### src/rtl/core/prtt_pkg.sv
`timescale 1ns / 1ps
// ----------------------------------------------------------------------------
// prtt_pkg
// types, codes and constants of the packet record track table
// ----------------------------------------------------------------------------
package prtt_pkg;

   localparam int TABLE_DEPTH_DEFAULT = 256;
   localparam int END_BACKSTEP        = 50;

   // request operation codes
   typedef enum logic [1:0] {
      OP_INSERT = 2'd0,
      OP_END    = 2'd1,
      OP_FLUSH  = 2'd2,
      OP_NOP    = 2'd3
   } op_type;

   // response status codes
   typedef enum logic [1:0] {
      ST_DONE      = 2'd0,
      ST_FULL      = 2'd1,
      ST_NOT_FOUND = 2'd2
   } status_type;

   // record life cycle
   typedef enum logic [1:0] {
      ENTRY_FREE  = 2'd0,
      ENTRY_OPEN  = 2'd1,
      ENTRY_ENDED = 2'd2
   } entry_state_type;

   typedef struct packed {
      logic [1:0]  operation;
      logic [63:0] packet_id;
      logic [63:0] now;
      logic [7:0]  end_type;
      logic [7:0]  drop_reason;
      logic [15:0] retransmit_count;
   } req_type;

   typedef struct packed {
      logic [1:0]  status;
      logic [7:0]  slot_index;
      logic [63:0] start_time;
      logic [8:0]  freed_count;
   } rsp_type;

   // one table slot
   typedef struct packed {
      logic [1:0]  state;
      logic [63:0] id;
      logic [63:0] start;
      logic [63:0] stop;
      logic [7:0]  end_type;
      logic [7:0]  drop_reason;
      logic [15:0] retransmits;
   } record_type;

   // verdict of the compare unit plus the rewritten record
   typedef struct packed {
      logic       hit;
      record_type rec;
   } match_type;

endpackage

### src/rtl/core/prtt_match_unit.sv
`timescale 1ns / 1ps
// ----------------------------------------------------------------------------
// prtt_match_unit
// shared compare unit: judges one record against the request and builds
// the record to write back
// ----------------------------------------------------------------------------
module prtt_match_unit (
   input  logic [63:0]          lifetime,
   input  prtt_pkg::req_type    req,
   input  prtt_pkg::record_type rec,
   output prtt_pkg::match_type  result
);
   import prtt_pkg::*;

   logic [63:0] age;

   // age wraps modulo 2^64
   assign age = req.now - rec.start;

   always_comb begin
      result.hit = 1'b0;
      result.rec = rec;
      unique case (req.operation)
         OP_INSERT: begin
            result.hit             = (rec.state == ENTRY_FREE);
            result.rec.state       = ENTRY_OPEN;
            result.rec.id          = req.packet_id;
            result.rec.start       = req.now;
            result.rec.retransmits = '0;
         end
         OP_END: begin
            result.hit             = (rec.state == ENTRY_OPEN) && (rec.id == req.packet_id);
            result.rec.state       = ENTRY_ENDED;
            result.rec.stop        = req.now;
            result.rec.end_type    = req.end_type;
            result.rec.drop_reason = req.drop_reason;
            result.rec.retransmits = req.retransmit_count;
         end
         OP_FLUSH: begin
            result.hit       = (rec.state != ENTRY_FREE) && (age > lifetime);
            result.rec.state = ENTRY_FREE;
         end
         default: begin
            result.hit = 1'b0;
         end
      endcase
   end

endmodule

### config.mk
export PLATFORM = sky130hd
export DESIGN_NAME = prtt_match_unit
export DESIGN_NICKNAME = d
export VERILOG_FILES = /design/src/rtl/core/prtt_pkg.sv /design/src/rtl/core/prtt_match_unit.sv
export SDC_FILE = /design/constraint.sdc
export NUM_CORES = 1
export LEC_CHECK = 0
export BUFFER_PORTS_ARGS = -buffer_cell sky130_fd_sc_hd__buf_2
export CAP_MARGIN = 10
export CELL_PAD_IN_SITES_DETAIL_PLACEMENT = 1
export CELL_PAD_IN_SITES_GLOBAL_PLACEMENT = 2
export CORE_AREA = 2 2 263 265
export DETAILED_ROUTE_END_ITERATION = 7
export DIE_AREA = 0 0 265 267
export MAX_ROUTING_LAYER = met4
export PLACE_DENSITY = 0.7
export SLEW_MARGIN = 15
export SYNTH_ARGS = -nofsm -noshare
export SYNTH_HDL_FRONTEND = slang
export SYNTH_SLANG_ARGS = --single-unit
### constraint.sdc
create_clock -name vclk -period 6.3
set_clock_uncertainty 0.15 [all_clocks]
set_input_delay 0.63 -clock vclk [all_inputs]
set_output_delay 0.63 -clock vclk [all_outputs]
set_load 0.01 [all_outputs]
==> results of run 1 <==
==> metrics by stage <==
stage / util, % / std cells / total power (uW)
floorplan: - / 1261 / 774
global placement: 20.0 / 2816 / 1420
detailed placement: 20.0 / 2816 / 1430
CTS: 20.1 / 2816 / 1450
global route: 20.4 / 2854 / 1580
finish: 20.4 / 2856 / 1440
==> synthesized netlist by cell type, types with 10 or more instances <==
cell type / instances / area share (%)
nand2_1: 116 / 4.9
o21ai_0: 103 / 5.8
nor2b_1: 11 / 0.77
clkbuf_1: 42 / 1.8
o21a_1: 14 / 1.2
mux2_2: 146 / 18
a22o_1: 16 / 1.6
a21oi_1: 84 / 4.7
a21o_1: 57 / 4.8
o21bai_1: 10 / 0.84
nor3_1: 17 / 0.96
nand3_1: 15 / 0.84
xor2_1: 65 / 6.4
nor4_1: 16 / 1.1
nand4_1: 50 / 3.5
inv_1: 138 / 5.8
xnor2_1: 59 / 5.8
buf_2: 13 / 0.73
nor2_1: 53 / 2.2
ha_1: 127 / 18
==> power breakdown <==
group          total, uW  leakage (uW)  internal (uW)  switching [uW]
Clock           0.000747   0.000000222       0.000747               0
Combinational       1440       0.00712            625             813
Sequential             0             0              0               0
==> timing repair <==
action / CTS / global route
gates cloned: 0 / 0
buffers inserted: 0 / 5
pin swaps: 0 / 19
endpoints found under the setup margin: 1 / 1
gates resized for setup: 7 / 29
==> per-layer routing <==
metal / wire length, um / vias to the layer above / track usage [%]
met5: 0 / - / -
met4: 2230 / 0 / 4.52
met3: 4900 / 56 / 5.50
met2: 36600 / 430 / 36.4
met1: 24600 / 5815 / 18.1
li1: - / 5918 / -
==> cells in the final DEF (no fill, tap or decap), types with 5 or more instances in the layout <==
cell type / n
o21ai_0: 100
diode_2: 35
a31oi_1: 8
inv_1: 138
buf_2: 678
nand2b_1: 8
a211oi_1: 7
buf_4: 62
xnor2_1: 59
o211ai_1: 5
a21o_1: 57
nand4_1: 50
a22o_1: 16
nand3_1: 14
nor4_1: 15
a21oi_1: 80
mux2_2: 146
o21bai_1: 10
o21a_1: 14
o21ai_1: 6
xor2_1: 65
nor2b_1: 9
nor3_1: 16
ha_1: 124
nor2_1: 51
nand2_1: 116
==> logic make-up after synthesis <==
family	share of synthesized area (%)
buffers and inverters	8.89
adders and majority gates	18.1
muxes	18.5
xor gates and xnor gates	12.2
AOI/OAI and AO/OA	25.4
and+or+nand+nor	16.9
==> critical path: cells and delay by family <==
family,cells,cell delay (ns)
compound gates,15,2.99
buf+inv,5,0.73
xor+xnor,1,0.19
fa+ha+maj,2,0.66
==> path summary, 6_finish.rpt <==
kind,end,depth (start not counted)
setup / recovery,result[226],23
hold / removal,result[7],3
==> final cells by class <==
| cell class | count | area, sq um | share of cell area (%) |
|---|---|---|---|
| inverter | 138 | 518 | 3.73 |
| multi-input combinational | 1058 | 8250 | 59.5 |
| timing repair buffer | 743 | 3910 | 28.2 |
| antenna | 35 | 87.6 | 0.631 |
| tap | 882 | 1100 | 7.95 |
==> out/metrics.csv, run 1 <==
stage;metric;value;unit
power_and_ir_drop;maximum VDD drop;0.0000256;V
worst_setup_path;CP max stage delay;0.36;ns
synthesis;Mapped Area;8890;sq um
floorplanning;Cell Rows;96;
cells_and_area;sequential cell area;0;sq um
worst_setup_path;Worst EP arrival;5.21;ns
sta;Hold Fails Final Rpt;0;
run_status;status;finished clean;
place;routability cong.;0.931;
floorplanning;Core Box Area;68000;sq um
sta;final setup TNS;0;ns
power_and_ir_drop;power density over the cells;104;nW/um^2
sta;Rel. slew slack;39.5;%
detailed_routing;via count;12200;
sta;final hold slack;1.41;ns
power_and_ir_drop;Static Leak;0.00712;uW
floorplanning;Initial Utilization;13.1;%
synthesis;syn nets;1841;
cells_and_area;fillers;8534;
detailed_routing;Initial DRC Count;286;
global_route;total gr overflow;0;
worst_setup_path;Setup crit start;req[40];
min_path;Min-Delay Startpoint;req[7];
floorplanning;die area;70800;sq um
global_route;initial antenna violation count;46;
sta;setup ws final;0.311;ns
synthesis;Synth cell types;67;
synthesis;Syn Inst Count;1261;
cells_and_area;final instance area;13900;sq um
cells_and_area;Syn-to-layout area delta;56.0;%
synthesis;Seq/Total Area, Yosys;0;%
cells_and_area;seq_cells;0;
detailed_routing;ANT nets after route;0;
synthesis;YS warnings;0;
sta;final worst path period share;95.1;%
detailed_routing;DRC errors left;0;
global_route;largest net degree at the start of global routing;103;
place;dpl hpwl;63300;um
sta;Tmin final;5.99;ns
clocking;cts hold-fix bufs;0;
sta;worst slew pin tran;0.900;ns
sta;Highest Clock Rate;167;MHz
detailed_routing;drt first pass iters;4;
global_route;first-pass GRT wire length;93400;um
detailed_routing;Via-to-Cell Ratio;4.28;
worst_setup_path;critical setup path kind;in2out;
worst_setup_path;worst-path maximum fanout;4;
worst_setup_path;slowest CP cell;o21bai_1;
detailed_routing;wire per inst;23.9;um
cells_and_area;share of layout cells above drive strength 1;48.1;%
cells_and_area;nets;2521;
place;I/O Buffers;679;
worst_setup_path;WP data required;5.52;ns
place;DP Worst Slack;-0.225;ns
sta;Final Max Tran Viols;0;
worst_setup_path;crit path cell chain;buf_2, ha_1, a21oi_1, o21ai_1, a311oi_2, buf_4, a211oi_4, buf_6, buf_4, o21bai_1, o21bai_1, xor2_1, ha_1, a21o_1, a21o_1, a21o_1, a21o_1, a21o_1, a21oi_1, o221ai_2, a211oi_1, o21ai_1, buf_4;
sta;RSZ-0062 raised after global routing;false;
synthesis;mean area per synthesized cell;7.05;sq um
place;Placement Cell Area;13600;sq um
floorplanning;Top Ports;679;
worst_setup_path;CP Capture Type;output pin;
detailed_routing;Post-Route WL;68400;um
floorplanning;Die Ht;267;um
global_route;vias in the first global route;13100;
run;max-cap violations;0;
worst_setup_path;CP startpoint kind;input pin;
min_path;worst min-delay path category;in2out;
floorplanning;Die W;265;um
sta;final setup fails;0;
worst_setup_path;most frequent cell on the critical path;a21o_1;
cells_and_area;clock buf count;0;
global_route;GRT Overall Usage;18.8;%
No activity file was read; power rests on OpenSTA's default activity.
==> run 2: changes to the inputs <==
- CAP_MARGIN: 10 -> 0
- CELL_PAD_IN_SITES_DETAIL_PLACEMENT: 1 -> unset
- CELL_PAD_IN_SITES_GLOBAL_PLACEMENT: 2 -> unset
- PLACE_DENSITY: 0.7 -> 0.45
==> run 2 against run 1 <==
Compared with the run above:
- core utilization barely moved
- die area is the same
- maximum frequency is 0.62% lower
- hold slack lost 0.0012 ns
- worst setup slack worse by 0.037 ns
- wire length fell by 4.6%
==> out/metrics.csv, run 2 (synthesis gave the netlist of run 1 again) <==
stage;metric;value;unit
global_route;total gr overflow;0;
cells_and_area;final instance area;13900;sq um
sta;final worst path period share;95.7;%
cells_and_area;Syn-to-layout area delta;56.0;%
global_route;largest net degree at the start of global routing;82;
detailed_routing;via count;11900;
cells_and_area;Util after Layout;20.4;%
floorplanning;die area;70800;sq um
floorplanning;Cell Rows;96;
cells_and_area;sequential cell area;0;sq um
floorplanning;Die W;265;um
cells_and_area;most frequent cells in the layout;buf_2, mux2_2, inv_1;
power_and_ir_drop;power density over the cells;102;nW/um^2
cells_and_area;area of the multi-input gates;8280;sq um
worst_setup_path;critical setup path kind;in2out;
global_route;first-pass GRT wire length;87200;um
worst_setup_path;CP Capture Type;output pin;
power_and_ir_drop;Static Leak;0.00709;uW
floorplanning;Initial Utilization;13.1;%
power_and_ir_drop;maximum VDD drop;0.0000269;V
floorplanning;Top Ports;679;
global_route;met3 usage;4.73;%
cells_and_area;share of layout cells above drive strength 1;48.5;%
cells_and_area;commonest non-fill, non-tap cell in the layout;buf_2;
place;Placement Cell Area;13600;sq um
sta;Hold Fails Final Rpt;0;
global_route;met1 Resource Use GR;18.1;%
sta;Final Max Tran Viols;0;
sta;worst slew pin tran;1.01;ns
worst_setup_path;CP startpoint kind;input pin;
sta;final setup fails;0;
worst_setup_path;WP data required;5.52;ns
cells_and_area;clock buf count;0;
detailed_routing;Via-to-Cell Ratio;4.15;
sta;Highest Clock Rate;166;MHz
place;dpl hpwl;60600;um
cells_and_area;nets;2521;
run_status;status;finished clean;
sta;Tmin final;6.03;ns
run;max-cap violations;0;
global_route;GRT Overall Usage;17.8;%
global_route;initial antenna violation count;47;
sta;Rel. slew slack;32.8;%
global_route;GR peak layer;met2;
detailed_routing;Initial DRC Count;439;
floorplanning;Core Box Area;68000;sq um
global_route;met2 usage;33.2;%
min_path;worst min-delay path category;in2out;
detailed_routing;ANT nets after route;0;
worst_setup_path;Worst EP arrival;5.25;ns
detailed_routing;wire per inst;22.8;um
detailed_routing;DRC errors left;0;
sta;final hold slack;1.41;ns
floorplanning;Die Ht;267;um
detailed_routing;drt first pass iters;5;
place;routability cong.;0.942;
cells_and_area;seq_cells;0;
worst_setup_path;worst-path maximum fanout;4;
place;I/O Buffers;679;
detailed_routing;Post-Route WL;65200;um
cells_and_area;fillers;7908;
global_route;vias in the first global route;11700;
-- run 2: final timing paths --
path,startpoint,slack [ns],to,depth (start not counted)
worst min-delay path,req[9],1.41,result[9],3
worst max-delay path,req[33],0.27,result[226],23
-- run 2: layout make-up --
| cell class | instances | share of cell area (%) |
|---|---|---|
| multi-input combinational | 1058 | 59.7 |
| antenna | 37 | 0.668 |
| tap | 882 | 7.96 |
| timing repair buffer | 743 | 28.0 |
| inverter | 138 | 3.73 |
-- run 2: power breakdown --
part,switching [uW],internal (uW)
logic,793,624
registers,0,0
clock network,0,0.000792
-- run 2: what timing repair did --
item	4_1_cts	5_1_grt
hold buffers	0	0
gates resized for setup	5	39
pin swaps	0	9
setup buffers	0	2
endpoints found under the setup margin	1	1
-- run 2: worst max-delay path, cell delays in order --
cell and delay (ns):
buf_2 0.15, ha_1 0.29, nor2b_2 0.17, o2111a_2 0.24, o211ai_1 0.10, buf_4 0.18, buf_4 0.15, a211oi_4 0.29
a211oi_2 0.11, buf_4 0.17, a21oi_2 0.22, nand4_1 0.18, a311o_1 0.33, xnor2_1 0.13, ha_1 0.31, nand4_1 0.14
nor4_2 0.34, nand2_1 0.12, or3_4 0.44, nor3_2 0.17, or4b_2 0.13, o21ai_1 0.08, buf_2 0.16
-- run 2: metrics by stage --
step | std cells | worst slack, ns | total power (uW) | TNS [ns]
floorplan | 1261 | 1.03 | 774 | 0
global placement | 2819 | -0.196 | 1410 | -0.196
detailed placement | 2819 | -0.203 | 1410 | -0.203
CTS | 2819 | 0.000775 | 1420 | 0
global route | 2855 | -0.0117 | 1560 | -0.0117
finish | 2858 | 0.273 | 1420 | 0
-- run 2: layer usage --
| metal | share of wire, % | wire (um) |
|---|---|---|
| met5 | 0 | 0 |
| met4 | 4.0 | 2640 |
| met3 | 6.7 | 4360 |
| met2 | 52 | 33600 |
| met1 | 38 | 24600 |
==> run 3: changes to the inputs <==
- clock period: 6.3 -> 5.55 ns (I/O delays scaled with it)
==> run 3 against run 2 <==
Compared with the run above:
- the flow now finishes with violations (negative setup slack)
- non-clock buffer count rose by 170
- critical path depth rose by 2
- design area rose by 14%
- sequential cell count did not move
- core utilization rose by 2.8 points
- sequential share of layout area did not move
- count of clock-buffer cells in the layout did not move
- power rose by 31%
- largest cell class unchanged
- largest power group unchanged
==> out/metrics.csv, run 3 (synthesis gave the netlist of run 1 again) <==
stage;metric;value;unit
run_status;status;complete, but fails checks;
run_status;failing checks;negative setup slack;
sta;Highest Clock Rate;177;MHz
sta;worst slew pin tran;0.855;ns
min_path;WHS Path Cells;3;
floorplanning;Core Box Area;68000;sq um
detailed_routing;wire per inst;21.9;um
power_and_ir_drop;Flop pwr share;0;%
worst_setup_path;Worst EP arrival;4.95;ns
sta;Tmin final;5.66;ns
place;dpl hpwl;60800;um
sta;final setup fails;1;
sta;setup ws final;-0.105;ns
cells_and_area;commonest non-fill, non-tap cell in the layout;buf_2;
cells_and_area;Util after Layout;23.3;%
power_and_ir_drop;maximum VDD drop;0.0000318;V
detailed_routing;drt first pass iters;4;
min_path;Worst Hold Path EP;result[9];
global_route;total gr overflow;0;
place;Placement Cell Area;14800;sq um
place;routability cong.;0.951;
worst_setup_path;CP Capture Type;output pin;
worst_setup_path;WP data required;4.85;ns
global_route;vias in the first global route;12100;
detailed_routing;via count;12600;
floorplanning;Die W;265;um
cells_and_area;nets;2691;
worst_setup_path;worst-path maximum fanout;3;
run;max-cap violations;0;
power_and_ir_drop;power density over the cells;118;nW/um^2
detailed_routing;DRC errors left;0;
power_and_ir_drop;Logic pwr share;100.0;%
sta;final hold slack;1.26;ns
sta;Rel. slew slack;42.5;%
cells_and_area;sequential cell area;0;sq um
floorplanning;Top Ports;679;
place;placed insts;2974;
worst_setup_path;critical setup path kind;in2out;
worst_setup_path;CP startpoint kind;input pin;
sta;Hold Fails Final Rpt;0;
power_and_ir_drop;P_sw;972;uW
cells_and_area;fillers;7804;
place;I/O Buffers;679;
min_path;worst min-delay path category;in2out;
cells_and_area;final instance area;15800;sq um
sta;final worst path period share;102;%
global_route;largest net degree at the start of global routing;136;
min_path;Min-Delay Startpoint;req[9];
detailed_routing;ANT nets after route;0;
global_route;GRT Overall Usage;18.2;%
detailed_routing;Via-to-Cell Ratio;4.16;
floorplanning;Cell Rows;96;
cells_and_area;share of layout cells above drive strength 1;55.8;%
detailed_routing;Post-Route WL;66300;um
global_route;first-pass GRT wire length;89500;um
floorplanning;die area;70800;sq um
sta;RSZ-0062 raised after global routing;true;
cells_and_area;clock buf count;0;
floorplanning;Die Ht;267;um
floorplanning;Initial Utilization;13.1;%
global_route;initial antenna violation count;48;
power_and_ir_drop;Clock Power Share;0;%
cells_and_area;Non-Filler Instances;3025;
cells_and_area;most frequent cells in the layout;buf_2, buf_4, mux2_2;
power_and_ir_drop;Sw Ratio;52.3;%
cells_and_area;seq_cells;0;
power_and_ir_drop;Pint;886;uW
cells_and_area;Syn-to-layout area delta;77.8;%
sta;Final Max Tran Viols;0;
detailed_routing;Initial DRC Count;433;
power_and_ir_drop;Static Leak;0.00803;uW
[run 3: cell count changes in the layout (fill, tap and decap cells not counted), moves of 6 or more]
cell,before,now
a21oi_2,5,21
a21oi_1,80,62
inv_1,138,132
ha_1,116,102
ha_2,11,5
buf_4,64,228
buf_6,0,7
ha_4,0,20
[run 3: how the worst max path moves through the flow]
| stage | from | end | slack (ns) | cells past startpoint |
|---|---|---|---|---|
| 6_report | rec[96] | result[226] | -0.11 | 25 |
| 5_1_grt | rec[123] | result[226] | -0.38 | 22 |
| 4_1_cts | req[33] | result[226] | -0.21 | 23 |
| 3_5_place_dp | req[32] | result[226] | -1.05 | 24 |
| 3_3_place_gp | req[32] | result[226] | -1.04 | 24 |
| 2_1_floorplan | req[32] | result[226] | 0.43 | 21 |
[run 3: metal layers]
metal	GRT usage (%)	up-vias	share of wire (%)
met3	3.86	76	6.5
met2	34.4	464	53
met1	19.0	5781	37
li1	-	6261	-
met5	-	-	0
met4	4.75	0	3.3
[run 3: repair_timing]
| action | in CTS | in global routing |
|---|---|---|
| buffers inserted | 10 | 10 |
| hold buffers | 0 | 0 |
| setup endpoints to repair | 1 | 1 |
| pin swaps | 36 | 52 |
| endpoints found under the hold margin | 0 | 0 |
| gates cloned | 0 | 0 |
| resized for setup | 65 | 88 |
[run 3: power by group through the flow]
| stage | Combinational [uW] | Clock (uW) | Sequential (uW) |
|---|---|---|---|
| 3_3_place_gp | 1750 | 0 | 0 |
| 5_1_grt | 2040 | 0.000776 | 0 |
| 4_1_cts | 1810 | 0 | 0 |
| 3_5_place_dp | 1750 | 0 | 0 |
| 2_1_floorplan | 878 | 0 | 0 |
| 6_report | 1860 | 0.000826 | 0 |
[run 3: final cells by class]
class                      instances  area, sq um  share of cell area [%]
multi-input combinational       1058         8860                    56.0
timing repair buffer             913         5240                    33.1
inverter                         138          523                    3.31
tap                              882         1100                    6.98
antenna                           34         85.1                   0.538
[run 3: per-stage QoR]
| stage | total power, uW | worst slack [ns] | setup TNS [ns] |
|---|---|---|---|
| 2_1_floorplan | 878 | 0.430 | 0 |
| 3_3_place_gp | 1750 | -1.04 | -1.04 |
| 3_5_place_dp | 1750 | -1.05 | -1.05 |
| 4_1_cts | 1810 | -0.209 | -0.209 |
| 5_1_grt | 2040 | -0.379 | -0.379 |
| 6_report | 1860 | -0.105 | -0.105 |
[run 3: critical path, stage by stage]
cell      delay (ns)
buf_4           0.13
ha_4            0.16
buf_4           0.13
nor2b_4         0.11
o2111a_1        0.23
o211ai_1        0.12
buf_4           0.17
buf_12          0.12
a211oi_4        0.31
a211oi_2        0.12
buf_4           0.17
a21oi_4         0.19
buf_4           0.13
buf_4           0.10
a41oi_2         0.12
xnor2_1         0.17
ha_1            0.31
nand4_1         0.14
nor4_2          0.34
nand2_1         0.12
or3_4           0.44
nor3_4          0.19
or4b_4          0.16
o21ai_4         0.07
buf_6           0.14
